## src/dslc_pkg.sv

```systemverilog
// shared types and constants for the display status line counter
`timescale 1ns / 1ps
`default_nettype none

package dslc_pkg;

   localparam int LINE_W   = 9;
   localparam int STATUS_W = 16;
   localparam int DATA_W   = 16;
   localparam int FUNC_W   = 2;

   localparam int VISIBLE_LINES_DEF   = 192;
   localparam int VBLANK_END_LINE_DEF = 262;
   localparam int LINES_PER_FRAME_DEF = 263;

   // writable bits of a status register, and the read-only flags
   localparam logic [STATUS_W-1:0] WRITE_MASK = 16'hFFB8;
   localparam logic [STATUS_W-1:0] RO_MASK    = 16'h0007;

   // status register bit positions
   localparam int F_VBLANK_BIT = 0;
   localparam int F_HBLANK_BIT = 1;
   localparam int F_MATCH_BIT  = 2;
   localparam int E_VBLANK_BIT = 3;
   localparam int E_HBLANK_BIT = 4;
   localparam int E_MATCH_BIT  = 5;
   localparam int ZERO_BIT     = 6;
   localparam int CMP_HI_BIT   = 7;

   typedef enum logic [FUNC_W-1:0] {
      FUNC_WRITE_A  = 2'd0,
      FUNC_WRITE_B  = 2'd1,
      FUNC_HBLANK   = 2'd2,
      FUNC_LINE_END = 2'd3
   } func_type;

   // result transaction, first field in the highest bits
   typedef struct packed {
      logic                render_request;
      logic                irq_b_line_match;
      logic                irq_b_hblank;
      logic                irq_b_vblank;
      logic                irq_a_line_match;
      logic                irq_a_hblank;
      logic                irq_a_vblank;
      logic [LINE_W-1:0]   line_count;
      logic [STATUS_W-1:0] status_b;
      logic [STATUS_W-1:0] status_a;
   } rsp_type;

   localparam int RSP_W = $bits(rsp_type);

endpackage

`default_nettype wire

```

## src/display_status_line_counter_top.sv

```systemverilog
// top level of the display status and scanline counter
`timescale 1ns / 1ps
`default_nettype none

// path: a request is held in the input register, then its response in the result register
// throughput: one transaction per cycle unless stalled by rsp_tready, set by the single
//   update pass from the input register through the status and line registers to the result register
// reset: synchronous, active high; clears both status registers, the line count
//   and both valid flags, so no response is pending after reset

module display_status_line_counter_top #(
   parameter int VISIBLE_LINES   = dslc_pkg::VISIBLE_LINES_DEF,
   parameter int VBLANK_END_LINE = dslc_pkg::VBLANK_END_LINE_DEF,
   parameter int LINES_PER_FRAME = dslc_pkg::LINES_PER_FRAME_DEF
) (
   input  wire logic                        clock,
   input  wire logic                        reset,
   // request channel
   input  wire logic                        req_tvalid,
   output      logic                        req_tready,
   input  wire logic [dslc_pkg::DATA_W-1:0] req_tdata,  // [15:0] write_data
   input  wire logic [dslc_pkg::FUNC_W-1:0] req_tuser,  // [1:0] func
   // response channel
   output      logic                        rsp_tvalid,
   input  wire logic                        rsp_tready,
   // [15:0] status_a, [31:16] status_b, [40:32] line_count, [41] irq_a_vblank,
   // [42] irq_a_hblank, [43] irq_a_line_match, [44] irq_b_vblank,
   // [45] irq_b_hblank, [46] irq_b_line_match, [47] render_request
   output      logic [dslc_pkg::RSP_W-1:0]  rsp_tdata
);

   localparam logic [dslc_pkg::LINE_W-1:0] VIS_LINE  = dslc_pkg::LINE_W'(VISIBLE_LINES);
   localparam logic [dslc_pkg::LINE_W-1:0] VEND_LINE = dslc_pkg::LINE_W'(VBLANK_END_LINE);
   localparam logic [dslc_pkg::LINE_W-1:0] WRAP_LINE = dslc_pkg::LINE_W'(LINES_PER_FRAME);

   // input register
   logic                          in_valid_ff, in_valid_in;
   dslc_pkg::func_type            in_func_ff,  in_func_in;
   logic [dslc_pkg::DATA_W-1:0]   in_data_ff,  in_data_in;

   // block state
   logic [dslc_pkg::STATUS_W-1:0] status_a_ff, status_a_in;
   logic [dslc_pkg::STATUS_W-1:0] status_b_ff, status_b_in;
   logic [dslc_pkg::LINE_W-1:0]   line_ff,     line_in;

   // result register
   logic                          rsp_valid_ff, rsp_valid_in;
   dslc_pkg::rsp_type             rsp_data_ff,  rsp_data_in;

   logic                          req_take;
   logic                          advance;
   logic [dslc_pkg::LINE_W-1:0]   line_inc;
   logic                          match_a, match_b;

   // the update pass moves whenever the result register is free or being drained
   assign advance    = in_valid_ff && (!rsp_valid_ff || rsp_tready);
   assign req_tready = !in_valid_ff || advance;
   assign req_take   = req_tvalid && req_tready;

   assign rsp_tvalid = rsp_valid_ff;
   assign rsp_tdata  = rsp_data_ff;

   // input register control
   always_comb begin
      in_valid_in = in_valid_ff;
      in_func_in  = in_func_ff;
      in_data_in  = in_data_ff;
      if (req_take) begin
         in_valid_in = 1'b1;
         in_func_in  = dslc_pkg::func_type'(req_tuser);
         in_data_in  = req_tdata;
      end else if (advance) begin
         in_valid_in = 1'b0;
      end
   end

   // compare line of each side: bit 7 is bit 8 of the line, the high byte the rest
   assign match_a = ({status_a_ff[dslc_pkg::CMP_HI_BIT], status_a_ff[15:8]} == line_ff);
   assign match_b = ({status_b_ff[dslc_pkg::CMP_HI_BIT], status_b_ff[15:8]} == line_ff);
   assign line_inc = line_ff + 1'b1;   // 9-bit wrap past 511 is intended

   // one event applied to the state, result formed from the updated state
   always_comb begin
      status_a_in = status_a_ff;
      status_b_in = status_b_ff;
      line_in     = line_ff;
      rsp_data_in = '0;
      case (in_func_ff)
         dslc_pkg::FUNC_WRITE_A: begin
            // read-only flags survive, bit 6 reads zero
            status_a_in = (in_data_ff & dslc_pkg::WRITE_MASK) |
                          (status_a_ff & dslc_pkg::RO_MASK);
         end
         dslc_pkg::FUNC_WRITE_B: begin
            status_b_in = (in_data_ff & dslc_pkg::WRITE_MASK) |
                          (status_b_ff & dslc_pkg::RO_MASK);
         end
         dslc_pkg::FUNC_HBLANK: begin
            rsp_data_in.render_request = (line_ff < VIS_LINE);
            status_a_in[dslc_pkg::F_HBLANK_BIT] = 1'b1;
            status_b_in[dslc_pkg::F_HBLANK_BIT] = 1'b1;
            rsp_data_in.irq_a_hblank = status_a_ff[dslc_pkg::E_HBLANK_BIT];
            rsp_data_in.irq_b_hblank = status_b_ff[dslc_pkg::E_HBLANK_BIT];
         end
         dslc_pkg::FUNC_LINE_END: begin
            // match uses the line before it advances
            status_a_in[dslc_pkg::F_MATCH_BIT]  = match_a;
            status_b_in[dslc_pkg::F_MATCH_BIT]  = match_b;
            rsp_data_in.irq_a_line_match = match_a && status_a_ff[dslc_pkg::E_MATCH_BIT];
            rsp_data_in.irq_b_line_match = match_b && status_b_ff[dslc_pkg::E_MATCH_BIT];
            status_a_in[dslc_pkg::F_HBLANK_BIT] = 1'b0;
            status_b_in[dslc_pkg::F_HBLANK_BIT] = 1'b0;
            line_in = line_inc;
            if (line_inc == VIS_LINE) begin
               status_a_in[dslc_pkg::F_VBLANK_BIT] = 1'b1;
               status_b_in[dslc_pkg::F_VBLANK_BIT] = 1'b1;
               rsp_data_in.irq_a_vblank = status_a_ff[dslc_pkg::E_VBLANK_BIT];
               rsp_data_in.irq_b_vblank = status_b_ff[dslc_pkg::E_VBLANK_BIT];
            end else if (line_inc == VEND_LINE) begin
               status_a_in[dslc_pkg::F_VBLANK_BIT] = 1'b0;
               status_b_in[dslc_pkg::F_VBLANK_BIT] = 1'b0;
            end else if (line_inc >= WRAP_LINE) begin
               line_in = '0;
            end
         end
         default: begin
         end
      endcase
      // state after this transaction goes out with it
      rsp_data_in.status_a   = status_a_in;
      rsp_data_in.status_b   = status_b_in;
      rsp_data_in.line_count = line_in;
   end

   // result register valid
   always_comb begin
      rsp_valid_in = rsp_valid_ff;
      if (advance) begin
         rsp_valid_in = 1'b1;
      end else if (rsp_tready) begin
         rsp_valid_in = 1'b0;
      end
   end

   always_ff @(posedge clock) begin
      if (reset) begin
         in_valid_ff  <= 1'b0;
         rsp_valid_ff <= 1'b0;
         status_a_ff  <= '0;
         status_b_ff  <= '0;
         line_ff      <= '0;
      end else begin
         in_valid_ff  <= in_valid_in;
         rsp_valid_ff <= rsp_valid_in;
         if (advance) begin
            status_a_ff <= status_a_in;
            status_b_ff <= status_b_in;
            line_ff     <= line_in;
         end
      end
   end

   // payload registers need no reset
   always_ff @(posedge clock) begin
      in_func_ff <= in_func_in;
      in_data_ff <= in_data_in;
      if (advance) begin
         rsp_data_ff <= rsp_data_in;
      end
   end

endmodule

`default_nettype wire

```

## config.mk

```make
export PLATFORM = sky130hd
export DESIGN_NAME = display_status_line_counter_top
export DESIGN_NICKNAME = d
export VERILOG_FILES = /design/src/dslc_pkg.sv /design/src/display_status_line_counter_top.sv
export SDC_FILE = /design/constraint.sdc
export NUM_CORES = 1
export LEC_CHECK = 0
export CAP_MARGIN = 20
export CORE_AREA = 2 2 127 98
export CTS_BUF_LIST = sky130_fd_sc_hd__clkbuf_16
export DETAILED_ROUTE_END_ITERATION = 7
export DIE_AREA = 0 0 129 100
export DONT_BUFFER_PORTS = 1
export PLACE_DENSITY = 0.64
export SYNTH_ARGS = -nofsm -noshare
export SYNTH_HDL_FRONTEND = slang
export SYNTH_SLANG_ARGS = --single-unit
```

## constraint.sdc

```tcl
create_clock -name clock -period 2.41 [get_ports clock]
set_clock_uncertainty 0.05 [all_clocks]
set_input_delay 0.3615 -clock clock [delete_from_list [all_inputs] [get_ports clock]]
set_output_delay 0.3615 -clock clock [all_outputs]
set_load 0.01 [all_outputs]
```

; After elaboration in Yosys (flattened, before gate mapping)
; Cells that the tools add are included.
; W data, S select, Z words.
[classes]
addsub = 1
mul = 0
div_mod_pow = 0
magnitude_cmp = 2
n_eq_ne = 7
shifts = 0
muxes = 20
n_bitwise = 2
reduce_logical = 12
[ops]
columns = cell, count
row1 = $mux W9, 4
row2 = $or A16 B3 Y16, 2
row3 = $mux W13, 2
row4 = $eq A9 B9 Y1, 2
row5 = $add A9 B1 Y9 const B, 1
row6 = $eq A9 B8 Y1 const B, 1
row7 = $eq A9 B9 Y1 const B, 1
row8 = $ge A9 B9 Y1 const B, 1
row9 = $lt A9 B8 Y1 const B, 1
row10 = $mux W1, 8
row11 = $pmux W1 S2, 4
row12 = $pmux W1 S3, 2
row13 = $eq A2 B2 Y1 const B, 2
row14 = $logic_and A1 B1 Y1, 4
row15 = $reduce_bool A2 Y1, 2
row16 = $eq A2 B1 Y1 const B, 1
row17 = $logic_not A1 Y1, 2
row18 = $logic_not A2 Y1, 1
row19 = $logic_or A1 B1 Y1, 2
row20 = $reduce_and A2 Y1, 1
[totals]
register_bits = 109
latchBits = 0
ramBits = 0
romBits = 0
inputBits = 22
output_inout_bits = 50
word_cells = 61
n_memories = 0

; Longest topological paths before layout
; Gate-level depths: netlist of the first run.
[depth]
word_depth = 6
ltp_mapped = 9
depth_no_buf = 8

; Least setup slack after synthesis of the first run
; OpenSTA, ideal clock, no wires.
[synth_path]
kind = register -> register
startpoint = register rsp_valid_ff (netlist: rsp_tvalid)
endpoint = register line_ff[5] (netlist name)
setup_time_ps = 70
arrival_ps = 2059
t_required_ps = 2290
slack_ps = 231
path_stages_with_launch = 9
n_path_buf = 1
synth_period_minus_slack_ps = 2179
cell_sequence = dfxtp_1 -> nor2b_1 -> nand2b_1 -> inv_2 -> nand2_1 -> clkbuf_1 -> nor3_1 -> o21ai_0 -> a21oi_1
[synth_between]
elab_chain_cells = 3
[synth_lines]
columns = item, line
row1 = "start, declared", display_status_line_counter_top.sv:47  ; logic rsp_valid_ff, rsp_valid_in;
row2 = "start signal, assigned", display_status_line_counter_top.sv:154  ; rsp_valid_ff <= rsp_valid_in;
row3 = $logic_not A1 Y1, display_status_line_counter_top.sv:56  ; assign advance = in_valid_ff && (!rsp_valid_ff || rsp_tready);
row4 = $logic_or A1 B1 Y1, display_status_line_counter_top.sv:56
row5 = $logic_and A1 B1 Y1, display_status_line_counter_top.sv:56
row6 = via advance, display_status_line_counter_top.sv:51  ; logic advance;
row7 = "end signal, assigned", display_status_line_counter_top.sv:158  ; line_ff <= line_in;
row8 = "end, declared", display_status_line_counter_top.sv:44  ; logic [dslc_pkg::LINE_W-1:0] line_ff, line_in;
; The timed path passes the listed nets, and every way through them passes these cells.
; A chain may end at the register's enable or synchronous reset.

==> metrics.txt, run 1 <==
Clk Tree Root Cell clkbuf_16; Comb power frac under 10%; metal2 WL approximately 4300 um; Ports 72; worst vdd ir around 0.36 mV; commonest non-fill, non-tap cell in the layout nand2_1; post-synth top area share 40.8%; htree depth 3; FF-to-FF End rsp_tdata[0]$_DFFE_PP_; via count around 3200; Area Overhead vs Synth 14.5%; Async SR Flop Fraction 0%; cell taking the most area after synthesis edfxtp_1; placed wire-length estimate 7130 um; Post-Synth XOR/XNOR Area around 4.2%; setup_tns 0 ps; post-synthesis sequential area ratio between 50% and 60%; final setup fails 0; total power 3700 uW; Pwr Density a little over 700 nW/um2; yosys warns 0; clk slew on worst S/H paths about 70 ps; simple-gate portion of the synthesized area between 15 and 20%; final net count between 400 and 500; worst hold path class primary input to register; EDFF count, synth 62; Global Route Usage Sum between 10% and 20%; Antenna Nets Post-Route 0; Critical Path End Type register; sequential power share 55.1%; Sw Share between 20% and 30%; CTS max path bufs 2; Switching Power between 800 and 900 uW; Worst Setup Path Type register to register; maxcap violations 0; share of cells above drive strength 1 18.0%; postcts setup bufs 0; number of global-route vias before repair slightly below 3000; Internal Power approximately 2900 uW; library cells used by synthesis 48; first-pass GRT wire length 15900 um; largest family of logic cells by synthesized area simple AND/OR/NAND/NOR gates; Final Hold Fails 0; CTS Buf Count 9; critical path startpoint category register; reg2reg path depth 7; status complete, no violations; met3 wire length ~760 um; count of final max-slew check failures 0; final WL around 10000 um; Finished Cell Area roughly 5200 um2; fmax 443 MHz; largest net degree at the start of global routing between 40 and 50; Hold Crit Endpoint line_ff[8]$_SDFFE_PP0P_; syn_area_per_cell 11.0 um2; clk sinks about 110; initial core utilization between 30% and 40%; Worst Max-Slew Pin Slew 635 ps; Die ar. between 10000 and 15000 um2; CP required about 2500 ps; Post-Syn Area roughly 4600 um2; grt ovf 0; clock latency on the worst-skew pair between 300 and 400 ps; critical path peak fanout 8; Worst R2R Start line_ff[5]$_SDFFE_PP0P_; uppermost layer routed met4; drt pass-1 iters 5; Mapped Nets 440; initial antenna violation count 0; Ant. Diodes 0; most frequent cells in the layout 69 x nand2_1, 62 x edfxtp_1, 42 x dfxtp_1; flop2flop setup slack between 150 and 200 ps; DP Worst Slack about 110 ps; Synth Instances 414; ys flop type edfxtp_1; buffers added on ports 0; worst hold path startpoint reset; Worst Path Arrival 2310 ps; DRC viols 0; flops & latches, synth 105; detail-routed via count per cell between 5 and 6; clock share of power about two fifths; P_leak 0.00184 uW; Synth area leaders edfxtp_1 41%, dfxtp_1 19%, mux2_2 5.9%, nand2_1 5.7%, a21oi_1 3.8%; die height approximately 100 um; multiplexer area fraction after synthesis between 6 and 7%; die span in x 129 um; Synth Area in Compound Gates between 10% and 20%; final period utilization between 90% and 100%; core box area around 12000 um2; post-synthesis adder-cell area fraction approximately 1.1%; DP Area a little under 5000 um2; RSZ-0062 raised after global routing false; met1 wire length slightly above 5000 um; TritonCTS clock tree done; routability cong. 0.887; post-route setup slack ~150 ps; worst hold stages 1; initial DRC count between 200 and 300; per-cell routed wire length between 15 and 20 um; headroom to the max-slew limit 56.6%; post-route minimum period about 2300 ps; Core Rows 35
## power groups by stage
stage	registers, uW	clock network (uW)	logic (uW)
floorplan	2070	0	126
global route	2050	1570	196
detailed placement	2080	0	178
CTS	2040	1510	179
global placement	2080	0	174
finish	2040	1480	178
## sequential cells by signal, indices dropped and copies added (netlist names)
signal	count
line_ff	9
status_b_ff	16
in_data_ff	12
in_func_ff	2
in_valid_ff	1
rsp_tvalid	1
status_a_ff	16
rsp_tdata	48
## cell usage after synthesis, types with 2 or more instances
cell type,count
and3_1,2
a22oi_1,2
ha_1,4
dfxtp_1,43
mux2_2,24
a31oi_1,3
edfxtp_1,62
o21ai_0,13
nand3_1,7
and4_1,2
clkbuf_1,20
nand2_1,69
o31ai_1,2
nand4_1,7
mux2i_1,2
buf_6,2
a21oi_1,35
xnor2_1,18
a211oi_1,2
a21o_1,5
xor2_1,4
nor2_1,23
o21a_1,2
nor3b_1,5
buf_2,3
and2_1,8
inv_1,5
o2bb2ai_1,3
or3_1,2
nor2b_1,6
nor3_1,6
nand2b_1,4
nor4_1,4
## metrics by stage
step	hold WS, ps	instances	util (%)
2_1_floorplan	392	414	-
3_3_place_gp	389	590	41.5
3_5_place_dp	392	590	41.5
4_1_cts	16.1	606	44.0
5_1_grt	11.9	606	44.0
6_report	26.8	606	44.0
## layout make-up
| type | count | area [um2] |
|---|---|---|
| clock inverters | 7 | 76.3 |
| clock buffers | 9 | 225 |
| well taps | 166 | 208 |
| flip-flops and latches | 105 | 2720 |
| multi-input cells | 277 | 1700 |
| fillers | 1092 | 6640 |
| repair buffers | 36 | 270 |
| inverters | 6 | 22.5 |
## how the worst max path moves through the flow
stage / from / to / cells after the start
after CTS: line_ff[2]$_SDFFE_PP0P_ / rsp_tdata[0]$_DFFE_PP_ / 6
after detailed placement: line_ff[2]$_SDFFE_PP0P_ / rsp_tdata[0]$_DFFE_PP_ / 6
final: line_ff[5]$_SDFFE_PP0P_ / rsp_tdata[0]$_DFFE_PP_ / 7
after global placement: line_ff[2]$_SDFFE_PP0P_ / rsp_tdata[16]$_DFFE_PP_ / 6
after floorplan: rsp_tvalid$_SDFFE_PP0P_ / line_ff[5]$_SDFFE_PP0P_ / 8
after global routing: line_ff[5]$_SDFFE_PP0P_ / rsp_tdata[0]$_DFFE_PP_ / 7
## worst max-delay path, stage by stage, from the launching register on
cell and delay, ps:
dfxtp_1 380, buf_4 180, nor3_1 170, nand2_1 80, a211o_1 310, or3_1 400, or2_0 250, a21o_1 190
## what timing repair did
item / 4_1_cts / 5_1_grt
hold buffers: 0 / 0
gates resized for setup: 0 / 1
endpoints found under the setup margin: 0 / 3
## metal layers
layer / up-vias / track usage, %
li1: 1519 / -
met2: 124 / 22.5
met4: 0 / 4.85
met3: 13 / 5.22
met5: - / 0
met1: 1516 / 24.5
## cells by family after synthesis
family,count (synthesis)
compound gates,77
xor+xnor,22
fa+ha+maj,4
buf+inv,32
flops,105
mux,26
simple gates,148
Power figures use the tool's default switching activity.
==> run 2, diff against run 1 <==
--- a/config.mk
+++ b/config.mk
@@ -5,6 +5,7 @@
 export SDC_FILE = /design/constraint.sdc
 export NUM_CORES = 1
 export LEC_CHECK = 0
+export ABC_AREA = 1
 export CAP_MARGIN = 20
 export CORE_AREA = 2 2 127 98
 export CTS_BUF_LIST = sky130_fd_sc_hd__clkbuf_16
==> metrics.txt, run 2 <==
core box area 11900 um2 (unchanged); final net count 529 (+15%); worst vdd ir 0.438 mV (+21%); Area Overhead vs Synth 10.3%; placed wire-length estimate 7190 um (+0.95%); Pwr Density 751 nW/um2 (+6.1%); count of final max-slew check failures 0 (unchanged); TritonCTS clock tree done; initial DRC count 332 (+29%); Storage cell area 2720 um2 (about the same); buffers added on ports 0 (unchanged); Antenna Nets Post-Route 0 (unchanged); CTS Buf Count 9 (unchanged); cell taking the most area after synthesis edfxtp_1; commonest non-fill, non-tap cell in the layout nand2_1; P_leak 0.00202 uW (+9.8%); detail-routed via count per cell 5.05 (-3.6%); htree depth 3 (unchanged); yosys warns 0 (unchanged); syn_area_per_cell 9.09 um2 (-18%); most frequent cell after synthesis nand2_1; first-pass GRT wire length 16400 um (+3.2%); largest net degree at the start of global routing 74 (+61%); post-synthesis sequential area ratio 59.6% (about the same); per-cell routed wire length 15.4 um (-10%); headroom to the max-slew limit 49.2% (-7.4 points); grt ovf 0 (unchanged); Worst Setup Path Type register to register; critical path peak fanout 6 (-2); die height 100 um (unchanged); Worst Path Arrival 2220 ps (-90 ps); Synth Instances 502 (+21%); worst setup path startpoint line_ff[4]$_SDFFE_PP0P_; number of global-route vias before repair 3187 (+10%); CP required 2670 ps (+210 ps); Synth area leaders edfxtp_1 41%, dfxtp_1 19%, nand2_1 11%, o21ai_0 4.6%, a21oi_1 4.2%; clk slew on worst S/H paths 70 ps (about the same); fillers 1167 (+6.9%); Ant. Diodes 0 (unchanged); CTS max path bufs 2 (unchanged); critical path startpoint category register; clock latency on the worst-skew pair 360 ps (about the same); library cells used by synthesis 29 (-40%); DRC viols 0 (unchanged); maxcap violations 0 (unchanged); RSZ-0062 raised after global routing false; Post-Syn Area 4570 um2 (about the same); drt pass-1 iters 6 (+1); routability cong. 0.900 (+1.4%); worst hold path startpoint reset; status complete, no violations; most frequent cells in the layout 131 x nand2_1, 62 x edfxtp_1, 47 x inv_1; multi-input logic area 1550 um2 (-8.5%); Global Route Usage Sum 16.9% (+0.51 points); Final Hold Fails 0 (unchanged); flop2flop setup slack 450 ps (+290 ps); flops & latches, synth 105 (unchanged); final period utilization 81.5% (-12 points); worst hold path class primary input to register; setup_tns 0 ps (unchanged); fmax 509 MHz (+15%); initial core utilization 38.5% (about the same); ys flop type edfxtp_1; max reg flops 48 (unchanged); post-synth top area share 40.8% (about the same); EDFF count, synth 62 (unchanged); Die ar. 12900 um2 (unchanged); final setup fails 0 (unchanged); clk sinks 105 (unchanged); Hold Crit Endpoint status_b_ff[7]$_SDFFE_PP0P_; Finished Cell Area 5040 um2 (-3.6%); postcts setup bufs 0 (unchanged); Critical Path End Type register; Mapped Nets 528 (+20%); share of cells above drive strength 1 10.2% (-7.7 points); Core Rows 35 (unchanged); CTS resizes 0 (unchanged); Ports 72 (unchanged); DP Area 4760 um2 (-3.3%); FF-to-FF End status_b_ff[0]$_SDFFE_PP0P_; final WL 10400 um (+0.13%); top cells by instance count after synthesis 131 x nand2_1, 62 x edfxtp_1, 46 x inv_1, 43 x dfxtp_1, 42 x o21ai_0; hold buffers post-CTS 0 (unchanged); Clk Tree Root Cell clkbuf_16; Worst R2R Start line_ff[4]$_SDFFE_PP0P_; initial antenna violation count 1 (+1); Worst Max-Slew Pin Slew 760 ps (+125 ps); reg2reg path depth 10 (+3); Async SR Flop Fraction 0% (unchanged); die span in x 129 um (unchanged); worst hold stages 1 (unchanged); post-route minimum period 1960 ps (-292 ps); via count 3402 (+7.3%)
## run 2: cell types whose count changed after synthesis, sizes merged, moves of 6 or more
cell / change
inv: +50
xnor2: -18
nor2b: -6
and2: -8
clkbuf: -8
mux2: -24
nand3: +15
nor2: +21
o21ai: +33
nand2: +73
## run 2: routing by layer
metal / wire length (um) / vias up / track usage, %
li1: - / 1664 / -
met1: 5140 / 1602 / 23.4
met2: 4380 / 123 / 24.9
met3: 725 / 13 / 5.44
met4: 147 / 0 / 6.19
met5: 0 / - / 0
## run 2: area by class of cell
type	count	area share [%]
Clock buffer	9	4.47
Clock inverter	7	1.04
Tap cell	166	4.12
Sequential cell	105	54.0
Multi-Input combinational cell	324	30.8
Inverter	56	4.17
Timing Repair Buffer	7	1.29
## run 2: how the worst max path moves through the flow
stage               slack, ps  depth (start not counted)                     endpoint
floorplan                 510                          5       rsp_tdata[0]$_DFFE_PP_
global placement          510                         13      rsp_tdata[40]$_DFFE_PP_
detailed placement        460                         10  status_b_ff[0]$_SDFFE_PP0P_
CTS                       430                         10  status_b_ff[0]$_SDFFE_PP0P_
global route              200                         10  status_a_ff[0]$_SDFFE_PP0P_
finish                    450                         10  status_b_ff[0]$_SDFFE_PP0P_
## run 2: worst max-delay path: stages (launching register included)
cell and delay (ps):
dfxtp_1 470, nand2_2 170, nor2_4 160, nand2_2 70, nand2_1 60, nand2_1 80
nor3_1 190, nand4_1 320, nand2_1 220, o21ai_1 70, inv_1 50
## run 2: logic make-up (layout without fill, tap and decap cells)
kind of cell	after synthesis	count (layout)	share of synthesized area [%]
xor+xnor	5	5	0.959
buf+inv	73	79	6.33
compound gates	91	91	10.3
simple gates	224	224	21.7
flops	105	105	59.6
fa+ha+maj	4	4	1.10
## run 2: metrics by stage
stage | utilization, % | hold WS, ps | cells | setup WS (ps) | power, uW
2_1_floorplan | - | 375 | 502 | 510 | 2350
3_3_place_gp | 40.1 | 384 | 658 | 513 | 2430
5_1_grt | 42.4 | 7.86 | 674 | 195 | 3930
3_5_place_dp | 40.1 | 385 | 658 | 464 | 2440
6_report | 42.4 | 18.8 | 674 | 445 | 3790
4_1_cts | 42.4 | 2.53 | 674 | 428 | 3830
## run 2: where the power goes
group          total (uW)  internal (uW)  switching (uW)
logic                 326           97.9             228
clock network        1380            710             669
registers            2080           2000            79.0
total                3790           2810             976
